**config.mk**
```make
export PLATFORM = sky130hd
export DESIGN_NAME = turn_to_heading_controller_top
export DESIGN_NICKNAME = d
export VERILOG_FILES = /design/src/rtl/core/tth_pkg.sv /design/src/rtl/core/tth_div.sv /design/src/rtl/core/turn_to_heading_controller_top.sv
export SDC_FILE = /design/constraint.sdc
export NUM_CORES = 2
export LEC_CHECK = 0
export BUFFER_PORTS_ARGS = -buffer_cell sky130_fd_sc_hd__buf_2
export CAP_MARGIN = 10
export CORE_ASPECT_RATIO = 0.9
export CORE_MARGIN = 4
export CORE_UTILIZATION = 40
export DETAILED_ROUTE_END_ITERATION = 10
export PLACE_DENSITY = 0.55
export SLEW_MARGIN = 25
export SYNTH_ARGS = -nofsm -noshare
export SYNTH_HDL_FRONTEND = slang
export SYNTH_SLANG_ARGS = --single-unit
```
**constraint.sdc**
```tcl
create_clock -name clock -period 21.8 [get_ports clock]
set_input_delay 1.09 -clock clock [delete_from_list [all_inputs] [get_ports clock]]
set_output_delay 1.09 -clock clock [all_outputs]
set_load 0.01 [all_outputs]
```
**src/rtl/core/tth_pkg.sv**
```systemverilog
// tth_pkg: shared types, widths and constants of the turn-to-heading controller
// used by tth_div and turn_to_heading_controller_top; depends on nothing else
`timescale 1ns / 1ps

package tth_pkg;

   // field widths
   localparam int ANGLE_W    = 24;
   localparam int TIME_W     = 32;
   localparam int PULSE_W    = 12;
   localparam int ERR_W      = 16;
   localparam int MAG_W      = 15;
   localparam int GAIN_W     = 6;
   localparam int OFFSET_W   = 9;
   localparam int TOL_W      = 15;
   localparam int MS_W       = 16;
   localparam int CSR_IDX_W  = 4;
   localparam int CSR_DATA_W = 16;

   // shared divider geometry
   localparam int DVD_W  = 30;
   localparam int DVS_W  = 16;
   localparam int QUO_W  = 14;
   localparam int STEP_W = 4;

   // quotient bits per division: heading wrap quotient stays below 256,
   // the two scaling divisions stay below 16384
   localparam logic [STEP_W-1:0] WRAP_STEPS  = 4'd8;
   localparam logic [STEP_W-1:0] SCALE_STEPS = 4'd14;

   // fixed-point constants
   localparam logic [PULSE_W-1:0] NEUTRAL_US = 12'd1500;
   localparam logic [DVS_W-1:0]   FULL_TURN  = 16'd36000;
   localparam logic [DVS_W-1:0]   PCT_DIV    = 16'd100;
   localparam logic signed [ERR_W:0] HALF_TURN_S = 17'sd18000;
   localparam logic signed [ERR_W:0] FULL_TURN_S = 17'sd36000;

   // command codes
   localparam logic CMD_START  = 1'b0;
   localparam logic CMD_SAMPLE = 1'b1;

   // register indexes
   localparam logic [CSR_IDX_W-1:0] CSR_GAIN      = 4'd0;
   localparam logic [CSR_IDX_W-1:0] CSR_OFFSET    = 4'd1;
   localparam logic [CSR_IDX_W-1:0] CSR_TOLERANCE = 4'd2;
   localparam logic [CSR_IDX_W-1:0] CSR_BAND      = 4'd3;
   localparam logic [CSR_IDX_W-1:0] CSR_RAMP      = 4'd4;
   localparam logic [CSR_IDX_W-1:0] CSR_SETTLE    = 4'd5;
   localparam logic [CSR_IDX_W-1:0] CSR_PULSE_MIN = 4'd6;
   localparam logic [CSR_IDX_W-1:0] CSR_PULSE_MAX = 4'd7;

   // register reset values
   localparam logic [GAIN_W-1:0]   GAIN_RST      = 6'd6;
   localparam logic [OFFSET_W-1:0] OFFSET_RST    = 9'd60;
   localparam logic [TOL_W-1:0]    TOLERANCE_RST = 15'd50;
   localparam logic [TOL_W-1:0]    BAND_RST      = 15'd800;
   localparam logic [MS_W-1:0]     RAMP_RST      = 16'd1000;
   localparam logic [MS_W-1:0]     SETTLE_RST    = 16'd400;
   localparam logic [PULSE_W-1:0]  PULSE_MIN_RST = 12'd1200;
   localparam logic [PULSE_W-1:0]  PULSE_MAX_RST = 12'd1800;

   typedef struct packed {
      logic                      command;
      logic signed [ANGLE_W-1:0] angle_cdeg;
      logic [TIME_W-1:0]         time_ms;
   } req_type;

   typedef struct packed {
      logic [PULSE_W-1:0]      left_pulse;
      logic [PULSE_W-1:0]      right_pulse;
      logic                    done_res;
      logic signed [ERR_W-1:0] heading_error;
   } rsp_type;

   // divider control and status
   typedef struct packed {
      logic              start;
      logic [STEP_W-1:0] steps;
   } div_ctl_type;

   typedef struct packed {
      logic busy;
      logic done;
   } div_sts_type;

   // sequencer states
   typedef enum logic [7:0] {
      S_IDLE = 8'b0000_0001,
      S_WRAP = 8'b0000_0010,
      S_MUL1 = 8'b0000_0100,
      S_DIV1 = 8'b0000_1000,
      S_MUL2 = 8'b0001_0000,
      S_DIV2 = 8'b0010_0000,
      S_FIN  = 8'b0100_0000,
      S_EMIT = 8'b1000_0000
   } state_type;

endpackage

```
**src/rtl/core/tth_div.sv**
```systemverilog
// tth_div: shared restoring divider, one quotient bit per cycle
// depends on tth_pkg for widths and the control/status structs
`timescale 1ns / 1ps

module tth_div (
   input  logic                         clock,
   input  logic                         reset,
   input  tth_pkg::div_ctl_type         ctl,
   input  logic [tth_pkg::DVD_W-1:0]    dividend,
   input  logic [tth_pkg::DVS_W-1:0]    divisor,
   output tth_pkg::div_sts_type         sts,
   output logic [tth_pkg::QUO_W-1:0]    quotient,
   output logic [tth_pkg::DVS_W-1:0]    remainder
);

   logic                          busy_ff, busy_in;
   logic                          done_ff, done_in;
   logic [tth_pkg::STEP_W-1:0]    cnt_ff, cnt_in;
   logic [tth_pkg::DVS_W-1:0]     rem_ff, rem_in;
   logic [tth_pkg::QUO_W-1:0]     quo_ff, quo_in;
   logic [tth_pkg::DVS_W-1:0]     dvs_ff, dvs_in;

   logic [tth_pkg::DVD_W-1:0]     hi_part;
   logic [tth_pkg::QUO_W-1:0]     lo_part;
   logic [tth_pkg::DVS_W:0]       trial;
   logic [tth_pkg::DVS_W:0]       diff;
   logic                          fits;

   // load: high part goes to the partial remainder, low bits wait in the quotient shifter
   assign hi_part = dividend >> ctl.steps;
   assign lo_part = dividend[tth_pkg::QUO_W-1:0]
                    << (tth_pkg::STEP_W'(tth_pkg::QUO_W) - ctl.steps);

   // one restoring step
   assign trial = {rem_ff, quo_ff[tth_pkg::QUO_W-1]};
   assign diff  = trial - {1'b0, dvs_ff};
   assign fits  = trial >= {1'b0, dvs_ff};

   always_comb begin
      busy_in = busy_ff;
      done_in = 1'b0;
      cnt_in  = cnt_ff;
      rem_in  = rem_ff;
      quo_in  = quo_ff;
      dvs_in  = dvs_ff;
      if (ctl.start) begin
         busy_in = 1'b1;
         cnt_in  = ctl.steps;
         rem_in  = hi_part[tth_pkg::DVS_W-1:0];
         quo_in  = lo_part;
         dvs_in  = divisor;
      end else if (busy_ff) begin
         rem_in = fits ? diff[tth_pkg::DVS_W-1:0] : trial[tth_pkg::DVS_W-1:0];
         quo_in = {quo_ff[tth_pkg::QUO_W-2:0], fits};
         cnt_in = cnt_ff - 1'b1;
         if (cnt_ff == tth_pkg::STEP_W'(1)) begin
            busy_in = 1'b0;
            done_in = 1'b1;
         end
      end
   end

   // control
   always_ff @(posedge clock) begin
      if (reset) begin
         busy_ff <= 1'b0;
         done_ff <= 1'b0;
         cnt_ff  <= '0;
      end else begin
         busy_ff <= busy_in;
         done_ff <= done_in;
         cnt_ff  <= cnt_in;
      end
   end

   // datapath
   always_ff @(posedge clock) begin
      rem_ff <= rem_in;
      quo_ff <= quo_in;
      dvs_ff <= dvs_in;
   end

   assign sts.busy  = busy_ff;
   assign sts.done  = done_ff;
   assign quotient  = quo_ff;
   assign remainder = rem_ff;

   // a new division never lands on one in flight
   a_start_idle: assert property (@(posedge clock) disable iff (reset)
      ctl.start |-> !busy_ff)
      else $error("divider started while busy");

   // the caller must keep the high part below the divisor, so the result is exact
   a_rem_range: assert property (@(posedge clock) disable iff (reset)
      done_ff |-> rem_ff < dvs_ff)
      else $error("divider remainder not below divisor");

   // step counter stays in range while running
   a_cnt_range: assert property (@(posedge clock) disable iff (reset)
      busy_ff |-> (cnt_ff != '0) && (cnt_ff <= tth_pkg::STEP_W'(tth_pkg::QUO_W)))
      else $error("divider step count out of range");

   // done comes in the cycle right after the last step, with busy low
   a_done_after_busy: assert property (@(posedge clock) disable iff (reset)
      done_ff |-> !busy_ff && $past(busy_ff))
      else $error("divider done without a finishing step");

endmodule

```
**src/rtl/core/turn_to_heading_controller_top.sv**
```systemverilog
// turn_to_heading_controller_top: sequencer, state and output register of the
// turn-to-heading controller; depends on tth_pkg and instantiates tth_div
`timescale 1ns / 1ps

// Usage
//   req_* channel: one beat per command. command start stores the target heading
//   and arms the turn; command sample carries the gyro heading and millisecond clock.
//   rsp_* channel: exactly one beat per request beat, in order: equal left/right
//   pulses, a done flag and the signed shortest heading error.
//   csr_* channel: register writes (index, data), always ready; write only while
//   no request is in flight.
// Sequencing
//   One request at a time; req_stall is high while a beat is being worked on.
//   A sample while no turn is armed goes straight to the response; a start beat
//   first wraps the heading, and an armed sample wraps the heading and then runs
//   the gain scaling, plus the ramp scaling inside the ramp period. The shared
//   divider, giving one quotient bit per cycle (8 bits for the heading wrap, 14
//   for each scaling step), sets how long this takes.
// Reset
//   Synchronous, active high: registers return to their defaults, the turn is
//   disarmed and no response is pending.
// Receiver stall
//   The response sits in an output register; the next request is still taken and
//   worked on, and its response waits until the held beat has been taken.

module turn_to_heading_controller_top (
   input  logic                               clock,
   input  logic                               reset,
   input  logic                               req_valid,
   output logic                               req_stall,
   input  tth_pkg::req_type                   req_data,
   output logic                               rsp_valid,
   input  logic                               rsp_stall,
   output tth_pkg::rsp_type                   rsp_data,
   input  logic                               csr_valid,
   output logic                               csr_ready,
   input  logic [tth_pkg::CSR_IDX_W-1:0]      csr_index,
   input  logic [tth_pkg::CSR_DATA_W-1:0]     csr_wdata
);

   // configuration registers
   logic [tth_pkg::GAIN_W-1:0]    gain_ff, gain_in;
   logic [tth_pkg::OFFSET_W-1:0]  offset_ff, offset_in;
   logic [tth_pkg::TOL_W-1:0]     tol_ff, tol_in;
   logic [tth_pkg::TOL_W-1:0]     band_ff, band_in;
   logic [tth_pkg::MS_W-1:0]      ramp_ff, ramp_in;
   logic [tth_pkg::MS_W-1:0]      settle_ff, settle_in;
   logic [tth_pkg::PULSE_W-1:0]   pmin_ff, pmin_in;
   logic [tth_pkg::PULSE_W-1:0]   pmax_ff, pmax_in;

   // turn state
   logic                          active_ff, active_in;
   logic [tth_pkg::DVS_W-1:0]     target_ff, target_in;
   logic [tth_pkg::TIME_W-1:0]    start_ff, start_in;
   logic [tth_pkg::TIME_W-1:0]    exit_ff, exit_in;

   // sequencer and work registers
   tth_pkg::state_type            state_ff, state_in;
   tth_pkg::req_type              req_ff, req_in;
   logic signed [tth_pkg::ERR_W-1:0] err_ff, err_in;
   logic [tth_pkg::MAG_W-1:0]     mag_ff, mag_in;
   logic [tth_pkg::QUO_W-1:0]     corr_ff, corr_in;
   logic [tth_pkg::MS_W-1:0]      elapsed_ff, elapsed_in;
   tth_pkg::rsp_type              res_ff, res_in;
   logic                          rsp_valid_ff, rsp_valid_in;
   tth_pkg::rsp_type              rsp_data_ff, rsp_data_in;

   // divider hookup
   tth_pkg::div_ctl_type          div_ctl;
   tth_pkg::div_sts_type          div_sts;
   logic [tth_pkg::DVD_W-1:0]     div_dividend;
   logic [tth_pkg::DVS_W-1:0]     div_divisor;
   logic [tth_pkg::QUO_W-1:0]     div_quo;
   logic [tth_pkg::DVS_W-1:0]     div_rem;

   // shared multiplier
   logic [tth_pkg::MS_W-1:0]      mul_a, mul_b;
   logic [2*tth_pkg::MS_W-1:0]    mul_p;

   // combinational helpers
   logic                          req_take;
   logic                          idle_sample;
   logic [tth_pkg::ANGLE_W-1:0]   angle_abs;
   logic [tth_pkg::DVS_W-1:0]     wrapped;
   logic signed [tth_pkg::ERR_W:0] err_raw, err_wrap, err_abs;
   logic [tth_pkg::QUO_W-1:0]     prop;
   logic signed [tth_pkg::ERR_W-1:0] tol_s, tol_neg;
   logic                          use_offset;
   logic [tth_pkg::TIME_W-1:0]    elapsed_full;
   logic                          ramp_on;
   logic signed [tth_pkg::ERR_W-1:0] pulse_s, neutral_s, corr_s, pmin_s, pmax_s;
   logic [tth_pkg::PULSE_W-1:0]   pulse_clamped;
   logic                          exit_hit;
   logic [tth_pkg::TIME_W-1:0]    settle_diff;
   logic                          complete;
   logic                          out_free;

   tth_div u_div (
      .clock     (clock),
      .reset     (reset),
      .ctl       (div_ctl),
      .dividend  (div_dividend),
      .divisor   (div_divisor),
      .sts       (div_sts),
      .quotient  (div_quo),
      .remainder (div_rem)
   );

   assign req_take    = req_valid && !req_stall;
   assign idle_sample = (req_data.command == tth_pkg::CMD_SAMPLE) && !active_ff;
   assign angle_abs   = req_data.angle_cdeg[tth_pkg::ANGLE_W-1] ?
                        (~req_data.angle_cdeg + 1'b1) : req_data.angle_cdeg;

   // heading wrap into 0..35999 from the divider remainder
   assign wrapped = (req_ff.angle_cdeg[tth_pkg::ANGLE_W-1] && (div_rem != '0)) ?
                    (tth_pkg::FULL_TURN - div_rem) : div_rem;

   // shortest signed error, half turn kept as is
   assign err_raw = $signed({1'b0, target_ff}) - $signed({1'b0, wrapped});
   always_comb begin
      if (err_raw > tth_pkg::HALF_TURN_S) begin
         err_wrap = err_raw - tth_pkg::FULL_TURN_S;
      end else if (err_raw < -tth_pkg::HALF_TURN_S) begin
         err_wrap = err_raw + tth_pkg::FULL_TURN_S;
      end else begin
         err_wrap = err_raw;
      end
   end
   assign err_abs = err_wrap[tth_pkg::ERR_W] ? -err_wrap : err_wrap;

   // proportional term outside deadband, offset outside tolerance
   assign prop       = (mag_ff < band_ff) ? '0 : div_quo;
   assign tol_s      = $signed({1'b0, tol_ff});
   assign tol_neg    = -tol_s;
   assign use_offset = (err_ff >= tol_s) || (err_ff <= tol_neg);

   // ramp window
   assign elapsed_full = req_ff.time_ms - start_ff;
   assign ramp_on      = elapsed_full < {{(tth_pkg::TIME_W-tth_pkg::MS_W){1'b0}}, ramp_ff};

   // pulse and clamp
   assign neutral_s = $signed({{(tth_pkg::ERR_W-tth_pkg::PULSE_W){1'b0}}, tth_pkg::NEUTRAL_US});
   assign corr_s    = $signed({{(tth_pkg::ERR_W-tth_pkg::QUO_W){1'b0}}, corr_ff});
   assign pmin_s    = $signed({{(tth_pkg::ERR_W-tth_pkg::PULSE_W){1'b0}}, pmin_ff});
   assign pmax_s    = $signed({{(tth_pkg::ERR_W-tth_pkg::PULSE_W){1'b0}}, pmax_ff});
   assign pulse_s   = err_ff[tth_pkg::ERR_W-1] ? (neutral_s + corr_s) : (neutral_s - corr_s);
   always_comb begin
      if (pulse_s < pmin_s) begin
         pulse_clamped = pmin_ff;
      end else if (pulse_s > pmax_s) begin
         pulse_clamped = pmax_ff;
      end else begin
         pulse_clamped = pulse_s[tth_pkg::PULSE_W-1:0];
      end
   end

   // settle test against the updated exit time
   assign exit_hit    = mag_ff > tol_ff;
   assign settle_diff = req_ff.time_ms - exit_ff;
   assign complete    = !exit_hit &&
                        (settle_diff > {{(tth_pkg::TIME_W-tth_pkg::MS_W){1'b0}}, settle_ff});

   assign out_free = !rsp_valid_ff || !rsp_stall;

   // shared multiplier operands
   always_comb begin
      if (state_ff == tth_pkg::S_MUL2) begin
         mul_a = {{(tth_pkg::MS_W-tth_pkg::QUO_W){1'b0}}, corr_ff};
         mul_b = elapsed_ff;
      end else begin
         mul_a = {{(tth_pkg::MS_W-tth_pkg::MAG_W){1'b0}}, mag_ff};
         mul_b = {{(tth_pkg::MS_W-tth_pkg::GAIN_W){1'b0}}, gain_ff};
      end
   end
   assign mul_p = mul_a * mul_b;

   // divider launch
   always_comb begin
      div_ctl.start = 1'b0;
      div_ctl.steps = tth_pkg::SCALE_STEPS;
      div_dividend  = mul_p[tth_pkg::DVD_W-1:0];
      div_divisor   = tth_pkg::PCT_DIV;
      case (state_ff)
         tth_pkg::S_IDLE: begin
            div_ctl.start = req_take && !idle_sample;
            div_ctl.steps = tth_pkg::WRAP_STEPS;
            div_dividend  = {{(tth_pkg::DVD_W-tth_pkg::ANGLE_W){1'b0}}, angle_abs};
            div_divisor   = tth_pkg::FULL_TURN;
         end
         tth_pkg::S_MUL1: begin
            div_ctl.start = 1'b1;
         end
         tth_pkg::S_MUL2: begin
            div_ctl.start = 1'b1;
            div_divisor   = ramp_ff;
         end
         default: begin
         end
      endcase
   end

   // configuration writes
   always_comb begin
      gain_in   = gain_ff;
      offset_in = offset_ff;
      tol_in    = tol_ff;
      band_in   = band_ff;
      ramp_in   = ramp_ff;
      settle_in = settle_ff;
      pmin_in   = pmin_ff;
      pmax_in   = pmax_ff;
      if (csr_valid && csr_ready) begin
         case (csr_index)
            tth_pkg::CSR_GAIN:      gain_in   = csr_wdata[tth_pkg::GAIN_W-1:0];
            tth_pkg::CSR_OFFSET:    offset_in = csr_wdata[tth_pkg::OFFSET_W-1:0];
            tth_pkg::CSR_TOLERANCE: tol_in    = csr_wdata[tth_pkg::TOL_W-1:0];
            tth_pkg::CSR_BAND:      band_in   = csr_wdata[tth_pkg::TOL_W-1:0];
            tth_pkg::CSR_RAMP:      ramp_in   = csr_wdata[tth_pkg::MS_W-1:0];
            tth_pkg::CSR_SETTLE:    settle_in = csr_wdata[tth_pkg::MS_W-1:0];
            tth_pkg::CSR_PULSE_MIN: pmin_in   = csr_wdata[tth_pkg::PULSE_W-1:0];
            tth_pkg::CSR_PULSE_MAX: pmax_in   = csr_wdata[tth_pkg::PULSE_W-1:0];
            default: begin
            end
         endcase
      end
   end

   // sequencer
   always_comb begin
      state_in     = state_ff;
      req_in       = req_ff;
      err_in       = err_ff;
      mag_in       = mag_ff;
      corr_in      = corr_ff;
      elapsed_in   = elapsed_ff;
      res_in       = res_ff;
      active_in    = active_ff;
      target_in    = target_ff;
      start_in     = start_ff;
      exit_in      = exit_ff;
      rsp_valid_in = rsp_valid_ff && rsp_stall;
      rsp_data_in  = rsp_data_ff;
      case (state_ff)
         tth_pkg::S_IDLE: begin
            if (req_take) begin
               req_in = req_data;
               if (idle_sample) begin
                  res_in.left_pulse    = tth_pkg::NEUTRAL_US;
                  res_in.right_pulse   = tth_pkg::NEUTRAL_US;
                  res_in.done_res      = 1'b1;
                  res_in.heading_error = '0;
                  state_in = tth_pkg::S_EMIT;
               end else begin
                  state_in = tth_pkg::S_WRAP;
               end
            end
         end
         tth_pkg::S_WRAP: begin
            if (div_sts.done) begin
               if (req_ff.command == tth_pkg::CMD_START) begin
                  target_in = wrapped;
                  start_in  = req_ff.time_ms;
                  exit_in   = '0;
                  active_in = 1'b1;
                  res_in.left_pulse    = tth_pkg::NEUTRAL_US;
                  res_in.right_pulse   = tth_pkg::NEUTRAL_US;
                  res_in.done_res      = 1'b0;
                  res_in.heading_error = '0;
                  state_in = tth_pkg::S_EMIT;
               end else begin
                  err_in   = err_wrap[tth_pkg::ERR_W-1:0];
                  mag_in   = err_abs[tth_pkg::MAG_W-1:0];
                  state_in = tth_pkg::S_MUL1;
               end
            end
         end
         tth_pkg::S_MUL1: begin
            state_in = tth_pkg::S_DIV1;
         end
         tth_pkg::S_DIV1: begin
            if (div_sts.done) begin
               corr_in    = prop + (use_offset ?
                            {{(tth_pkg::QUO_W-tth_pkg::OFFSET_W){1'b0}}, offset_ff} : '0);
               elapsed_in = elapsed_full[tth_pkg::MS_W-1:0];
               state_in   = ramp_on ? tth_pkg::S_MUL2 : tth_pkg::S_FIN;
            end
         end
         tth_pkg::S_MUL2: begin
            state_in = tth_pkg::S_DIV2;
         end
         tth_pkg::S_DIV2: begin
            if (div_sts.done) begin
               corr_in  = div_quo;
               state_in = tth_pkg::S_FIN;
            end
         end
         tth_pkg::S_FIN: begin
            if (exit_hit) begin
               exit_in = req_ff.time_ms;
            end
            res_in.heading_error = err_ff;
            if (complete) begin
               active_in          = 1'b0;
               target_in          = '0;
               res_in.left_pulse  = tth_pkg::NEUTRAL_US;
               res_in.right_pulse = tth_pkg::NEUTRAL_US;
               res_in.done_res    = 1'b1;
            end else begin
               res_in.left_pulse  = pulse_clamped;
               res_in.right_pulse = pulse_clamped;
               res_in.done_res    = 1'b0;
            end
            state_in = tth_pkg::S_EMIT;
         end
         tth_pkg::S_EMIT: begin
            if (out_free) begin
               rsp_valid_in = 1'b1;
               rsp_data_in  = res_ff;
               state_in     = tth_pkg::S_IDLE;
            end
         end
         default: begin
            state_in = tth_pkg::S_IDLE;
         end
      endcase
   end

   // control and turn state
   always_ff @(posedge clock) begin
      if (reset) begin
         state_ff     <= tth_pkg::S_IDLE;
         rsp_valid_ff <= 1'b0;
         active_ff    <= 1'b0;
         target_ff    <= '0;
         start_ff     <= '0;
         exit_ff      <= '0;
         gain_ff      <= tth_pkg::GAIN_RST;
         offset_ff    <= tth_pkg::OFFSET_RST;
         tol_ff       <= tth_pkg::TOLERANCE_RST;
         band_ff      <= tth_pkg::BAND_RST;
         ramp_ff      <= tth_pkg::RAMP_RST;
         settle_ff    <= tth_pkg::SETTLE_RST;
         pmin_ff      <= tth_pkg::PULSE_MIN_RST;
         pmax_ff      <= tth_pkg::PULSE_MAX_RST;
      end else begin
         state_ff     <= state_in;
         rsp_valid_ff <= rsp_valid_in;
         active_ff    <= active_in;
         target_ff    <= target_in;
         start_ff     <= start_in;
         exit_ff      <= exit_in;
         gain_ff      <= gain_in;
         offset_ff    <= offset_in;
         tol_ff       <= tol_in;
         band_ff      <= band_in;
         ramp_ff      <= ramp_in;
         settle_ff    <= settle_in;
         pmin_ff      <= pmin_in;
         pmax_ff      <= pmax_in;
      end
   end

   // payload registers
   always_ff @(posedge clock) begin
      req_ff      <= req_in;
      err_ff      <= err_in;
      mag_ff      <= mag_in;
      corr_ff     <= corr_in;
      elapsed_ff  <= elapsed_in;
      res_ff      <= res_in;
      rsp_data_ff <= rsp_data_in;
   end

   assign req_stall = state_ff != tth_pkg::S_IDLE;
   assign rsp_valid = rsp_valid_ff;
   assign rsp_data  = rsp_data_ff;
   assign csr_ready = 1'b1;

   // an accepted beat always starts work
   a_take_busy: assert property (@(posedge clock) disable iff (reset)
      req_take |=> state_ff != tth_pkg::S_IDLE)
      else $error("accepted beat did not start work");

   // a disarmed controller holds no target
   a_idle_target: assert property (@(posedge clock) disable iff (reset)
      !active_ff |-> target_ff == '0)
      else $error("target kept while disarmed");

   // a done response is always neutral
   a_done_neutral: assert property (@(posedge clock) disable iff (reset)
      rsp_valid_ff && rsp_data_ff.done_res |->
         rsp_data_ff.left_pulse == tth_pkg::NEUTRAL_US)
      else $error("done response with non-neutral pulse");

   // both sides always get the same pulse
   a_sides_equal: assert property (@(posedge clock) disable iff (reset)
      rsp_valid_ff |-> rsp_data_ff.left_pulse == rsp_data_ff.right_pulse)
      else $error("left and right pulses differ");

   // the divider is only waited on while it runs or has just finished
   a_div_wait: assert property (@(posedge clock) disable iff (reset)
      (state_ff == tth_pkg::S_DIV1 || state_ff == tth_pkg::S_DIV2) |->
         div_sts.busy || div_sts.done)
      else $error("waiting on an idle divider");

endmodule

```
## After elaboration in Yosys (flattened, before gate mapping)

Cells that the tools add are included.

| operators by class | value |
|---|---|
| $add $sub $neg | 15 |
| multiply operators | 1 |
| magnitude comparators | 11 |
| equality and inequality tests | 26 |
| shifts and indexed selects | 2 |
| muxes and demuxes | 59 |
| bitwise gates (word level) | 3 |
| reduce and logical (&&, ||, !) cells | 40 |

Operators by type and width:

| kind | count |
|---|---|
| $mux W41 | 4 |
| $mux W16 | 9 |
| $pmux W41 S3 | 1 |
| $mux W32 | 3 |
| $mux W14 | 5 |
| $pmux W16 S2 | 2 |
| $pmux W32 S2 | 1 |
| $pmux W8 S8 | 1 |
| $sub A32 B32 Y32 | 2 |
| $mux W8 | 7 |
| $mux W17 | 2 |
| $gt A32 B16 Y1 | 1 |
| $lt A32 B16 Y1 | 1 |
| $mul A16 B16 Y30 | 1 |
| $mux W15 | 2 |
| $mux W30 | 1 |
| $shr A30 B4 Y16 | 1 |
| $pmux W14 S2 | 1 |
| $mux W25 | 1 |
| $add A24 B1 Y24 const B | 1 |
| $mux W12 | 2 |
| $mux W24 | 1 |
| $not A24 Y24 | 1 |
| $reduce_and A2 Y1 | 11 |
| 55 further kinds | 95 |

| storage, ports and cells | value |
|---|---|
| bits in registers | 443 |
| bits of input ports | 82 |

## Longest topological paths before layout

| depth | value |
|---|---|
| depth in word-level cells | 9 |
| gate-level depth with buffers | 32 |
| depth with buffers taken out | 32 |

## By module

A second synthesis with hierarchy kept.

| unflattened totals | value |
|---|---|
| cell total of the unflattened synthesis | 4144 |
| area total of the unflattened synthesis | 35878.2 um^2 |

Modules (own cells, without submodules):

| module | times used | cells each | area an instance (um^2) |
|---|---|---|---|
| turn_to_heading_controller_top | 1 | 3691 | 31278.7 |
| tth_div | 1 | 453 | 4599.4 |

## Worst setup path after synthesis

OpenSTA, ideal clock, no wires.

| timing | value |
|---|---|
| path type | flip-flop to flip-flop |
| start point | register state_ff[7] |
| end point | register u_div.rem_ff, in the netlist u_div.remainder[14], data pin |
| arrival time | 7.342 ns |
| required time | 21.507 ns |
| slack | 14.164 ns |
| cell stages (with the launch flop) | 29 |
| clock period less this slack | 7.636 ns |
| path through | dfxtp_1 -> nor4_1 -> nand2_1 -> nor3b_1 -> clkbuf_1 -> clkbuf_1 -> a31oi_1 -> fa_1 -> inv_1 -> fa_1 -> fa_1 -> fa_1 -> fa_1 -> inv_1 -> fa_1 -> inv_1 -> ha_1 -> a21o_1 -> a21oi_1 -> nor2b_1 -> o21ai_0 -> o21ai_0 -> a2111oi_0 -> o31ai_1 -> a41oi_1 -> a21oi_1 -> xor2_1 -> o211ai_1 -> o21ai_0 |

| on the way | value |
|---|---|
| word-level cells in the longest chain between the ends | 6 |
| elaborated cells on any way between the ends | 16 |
| classes of those cells | mul (1); eq/ne (4); shift (1); mux (6); reduce/logical (4) |

RTL lines:

| element | RTL line | RTL |
|---|---|---|
| start, declared | turn_to_heading_controller_top.sv:58 | `tth_pkg::state_type state_ff, state_in;` |
| start signal, assigned | turn_to_heading_controller_top.sv:331 | `state_ff <= tth_pkg::S_IDLE;` |
| start signal, assigned | turn_to_heading_controller_top.sv:346 | `state_ff <= state_in;` |
| $eq A8 B5 Y1 or $ne A8 B1 Y1 (tied branches) | turn_to_heading_controller_top.sv:167, turn_to_heading_controller_top.sv:183, turn_to_heading_controller_top.sv:374 |  |
| $mux W15, or another cell as far along | turn_to_heading_controller_top.sv:167 | `if (state_ff == tth_pkg::S_MUL2) begin` |
| $mul A16 B16 Y30 or $logic_and A1 B1 Y1 (tied branches) | turn_to_heading_controller_top.sv:175, turn_to_heading_controller_top.sv:109 |  |
| $mux W30 or $logic_and A1 B1 Y1 (tied branches) | turn_to_heading_controller_top.sv:183, turn_to_heading_controller_top.sv:185 |  |
| $shr A30 B4 Y16 or $pmux W1 S2 (tied branches) | tth_div.sv:30, turn_to_heading_controller_top.sv:183 |  |
| $mux W16 * | tth_div.sv:46 | `if (ctl.start) begin` |
| net u_div.rem_in (one bit) | tth_div.sv:19 | `logic [tth_pkg::DVS_W-1:0] rem_ff, rem_in;` |
| end signal, assigned | tth_div.sv:78 | `rem_ff <= rem_in;` |
| end, declared | tth_div.sv:19 |  |

Mark *: on every way through the listed nets, which the timed path passes. The rest lies on a longest branch.
A chain may end at the register's enable or synchronous reset.

## Final worst setup path

Same ends and word-level chain as after synthesis.

==> results.cfg <==
[run_status]
status = finished clean

[logic_synthesis]
synth-simple-area-share = 0.182
yosys_register_bits = 395
synth_compound_area_frac = 0.176
synth.distinct_cells = 101
synth_edf_count = 198
synthArstFlopShare = 0
synth_top_area_frac = 0.172
synthXorXnorAreaFrac = 0.0424
synth_fa_ha_area_frac = 0.222
ys_seq_area_frac = 0.286
avgSynthCellArea_sq_um = 8.56
synth_common_cells = 475 x inv_1, 445 x nand2_1, 320 x a21oi_1, 319 x ha_1, 213 x nor2_1
synth_top_family_by_area = adder cells
synth.area.top_cells = edfxtp_1 17%, ha_1 12%, dfxtp_1 11%
synth.most_common_cell = inv_1
synth_cells = 4046
yosys_warnings = 0
synthFlopType = edfxtp_1
synth_area_leader_cell = edfxtp_1
yosys-mux-area-fraction = 0.0156
netlist_area_sq_um = 34600

[global_route]
grtUsageTotal = 0.227
grt_pass1_vias = 27500
grt_pass1_wl_mm = 164
grt_max_degree = 82
grt_antenna_before_repair = 1
grt_overflow_total = 0

[sta]
worstMarginPinSlew_ps = 1030
whs_ps = 418
hold_viol = 0
finalWorstSetupSlack_ps = 12900
fin_crit_sh = 0.408
slew-limit-headroom = 0.310
fin_skew_ps = 24.5
setup-tns-final_ps = 0
grt_setup_unrepaired = false
maxSlewViolCount = 0
setup_viol = 0
post-route-min-period_ps = 8900
max_freq_mhz = 112

[routing]
drtPass1Iterations = 9
wl_per_cell_um = 20.1
post_drt_via_cell_ratio = 5.54
wl_mm = 105
route.detailed.drc = 0
vias = 29100
ant_nets = 0
drt_iter0_drc = 2485

[floorplan]
die_w_um = 318
core_area_sq_um = 85900
row_count = 102
die_area_sq_um = 91300
start_util = 0.403
ios = 126
die_y_um = 287

[final_layout]
diodes = 0
stdcell_count = 5243
syn2layout_area_growth_pct = 9.34
design_area_sq_um = 37900
nets = 4646
drive_above_1_share = 0.0766

[cts]
cts_resized = 0
clock_sinks = 395
cts_hold_buf = 0
cts_buffer_depth = 3
clk_pin_slew_worst_paths_ps = 70
cts_setup_buffers = 0
cts_tree = done
clk_latency_ps = 610
numCtsBuffers = 47
cts_root_buf = clkbuf_16
cts_max_level = 2

[setup_path]
worstPathMaxFanout = 81
rrSetupSlack_ps = 12900
critPathLaunchType = flop
worstSetupPathType = reg -> reg
arrival_ps = 9220
crit_path_end_kind = flop
reg2reg_depth = 28
crit_top_cell = fa_1
slowest_delay_ps = 780
slowest_stage = a2111oi_0
crit_required_ps = 22120

[power]
max-vdd-ir-drop_uv = 67.1
power_frac_comb = 0.451
pwr-share-clk = 0.241
p_switching_mw = 1.39
leakagePower_nw = 16.0
p_seq_frac = 0.308
switching_share = 0.410
internal_power_mw = 2.00
power.density_nw_per_um2 = 89.6

[flow_run]
max_cap_violations = 0

[place]
post-place-cells = 5154
hpwlAfterDp_mm = 79.8
gp_congestion = 0.888
dpl_worst_slack_ps = 13020
dpl-instance-area_sq_um = 36200
portBuffers = 124

[hold_path]
hp-class = reg -> reg
hold_depth = 0
## registers in the layout (all words and copies together) (netlist names), 15 cells and up
signal / flops
elapsed_ff: 16
start_ff: 32
u_div.dvs_ff: 16
rsp_data: 29
err_ff: 16
settle_ff: 16
exit_ff: 32
target_ff: 16
req_ff: 34
u_div.remainder: 16
res_ff: 29
tol_ff: 15
band_ff: 15
ramp_ff: 16
## stage by stage
stage,utilization,power [mW]
after floorplan,-,2.14
after global placement,0.422,2.57
after detailed placement,0.422,2.58
after CTS,0.440,3.41
after global routing,0.441,3.62
final,0.441,3.39
## placed cells by master (no fill, tap or decap), types with 18 or more instances in the layout
master,instances
a211o_1,35
a211oi_1,23
a21o_1,88
a21oi_1,317
a31oi_1,63
and2_1,55
and3_1,149
buf_2,123
buf_4,41
clkbuf_16,47
dfxtp_1,197
edfxtp_1,198
fa_1,184
ha_1,319
inv_1,475
mux2i_1,45
nand2_1,445
nand2b_1,41
nand3_1,131
nand4_1,30
nor2_1,212
nor2b_1,40
nor3_1,62
nor4_1,21
o21a_1,41
o21ai_0,186
o21bai_1,26
o31ai_1,36
or3_1,18
xnor2_1,110
xor2_1,54
## per-layer routing
layer	vias up	global-route usage	part of all wire
met5	-	0	0
met4	0	0.0645	0.028
met3	147	0.0335	0.066
met2	935	0.347	0.43
met1	13900	0.335	0.47
li1	14000	-	-
## critical path, delay by kind of cell, from the launching register on
family	cells	cell delay [ps]
adder cells (fa/ha/maj)	7	3370
AO/OA/AOI/OAI	11	2630
AND/OR/NAND/NOR	5	1330
buffers and inverters	4	710
flip-flops	1	360
XOR/XNOR	1	150
## kinds of logic (layout without fill, tap and decap cells)
logic type               after synthesis  in the layout
multiplexers                          53             53
AND/OR/NAND/NOR                     1287           1287
XOR/XNOR                             166            166
adder cells (fa/ha/maj)              503            503
AO/OA/AOI/OAI                        954            954
buffers and inverters                686            731
other                                  2             10
flip-flops                           395            395
## area by class of cell
cell class / count / area [sq um]
clock buffer: 54 / 1240
clock inverter: 33 / 334
fill: 8540 / 48000
inverter: 476 / 1790
multi-input combinational: 2973 / 22200
sequential: 395 / 9890
tap: 1144 / 1430
timing repair buffer: 168 / 992
## power groups by stage
stage | clock network (mW) | logic, mW | registers [mW]
global route | 0.869 | 1.70 | 1.05
global placement | 0 | 1.51 | 1.06
detailed placement | 0 | 1.52 | 1.06
floorplan | 0 | 1.13 | 1.02
CTS | 0.839 | 1.53 | 1.04
finish | 0.818 | 1.53 | 1.04
## worst paths after layout
| path | startpoint | to |
|---|---|---|
| worst max-delay path | state_ff[7] | u_div.remainder[14] |
| worst min-delay path | res_ff[9] | rsp_data[9] |
| worst max register to register | state_ff[7] | u_div.remainder[14] |
| worst min register to register | res_ff[9] | rsp_data[9] |
Power figures use the tool's default switching activity.
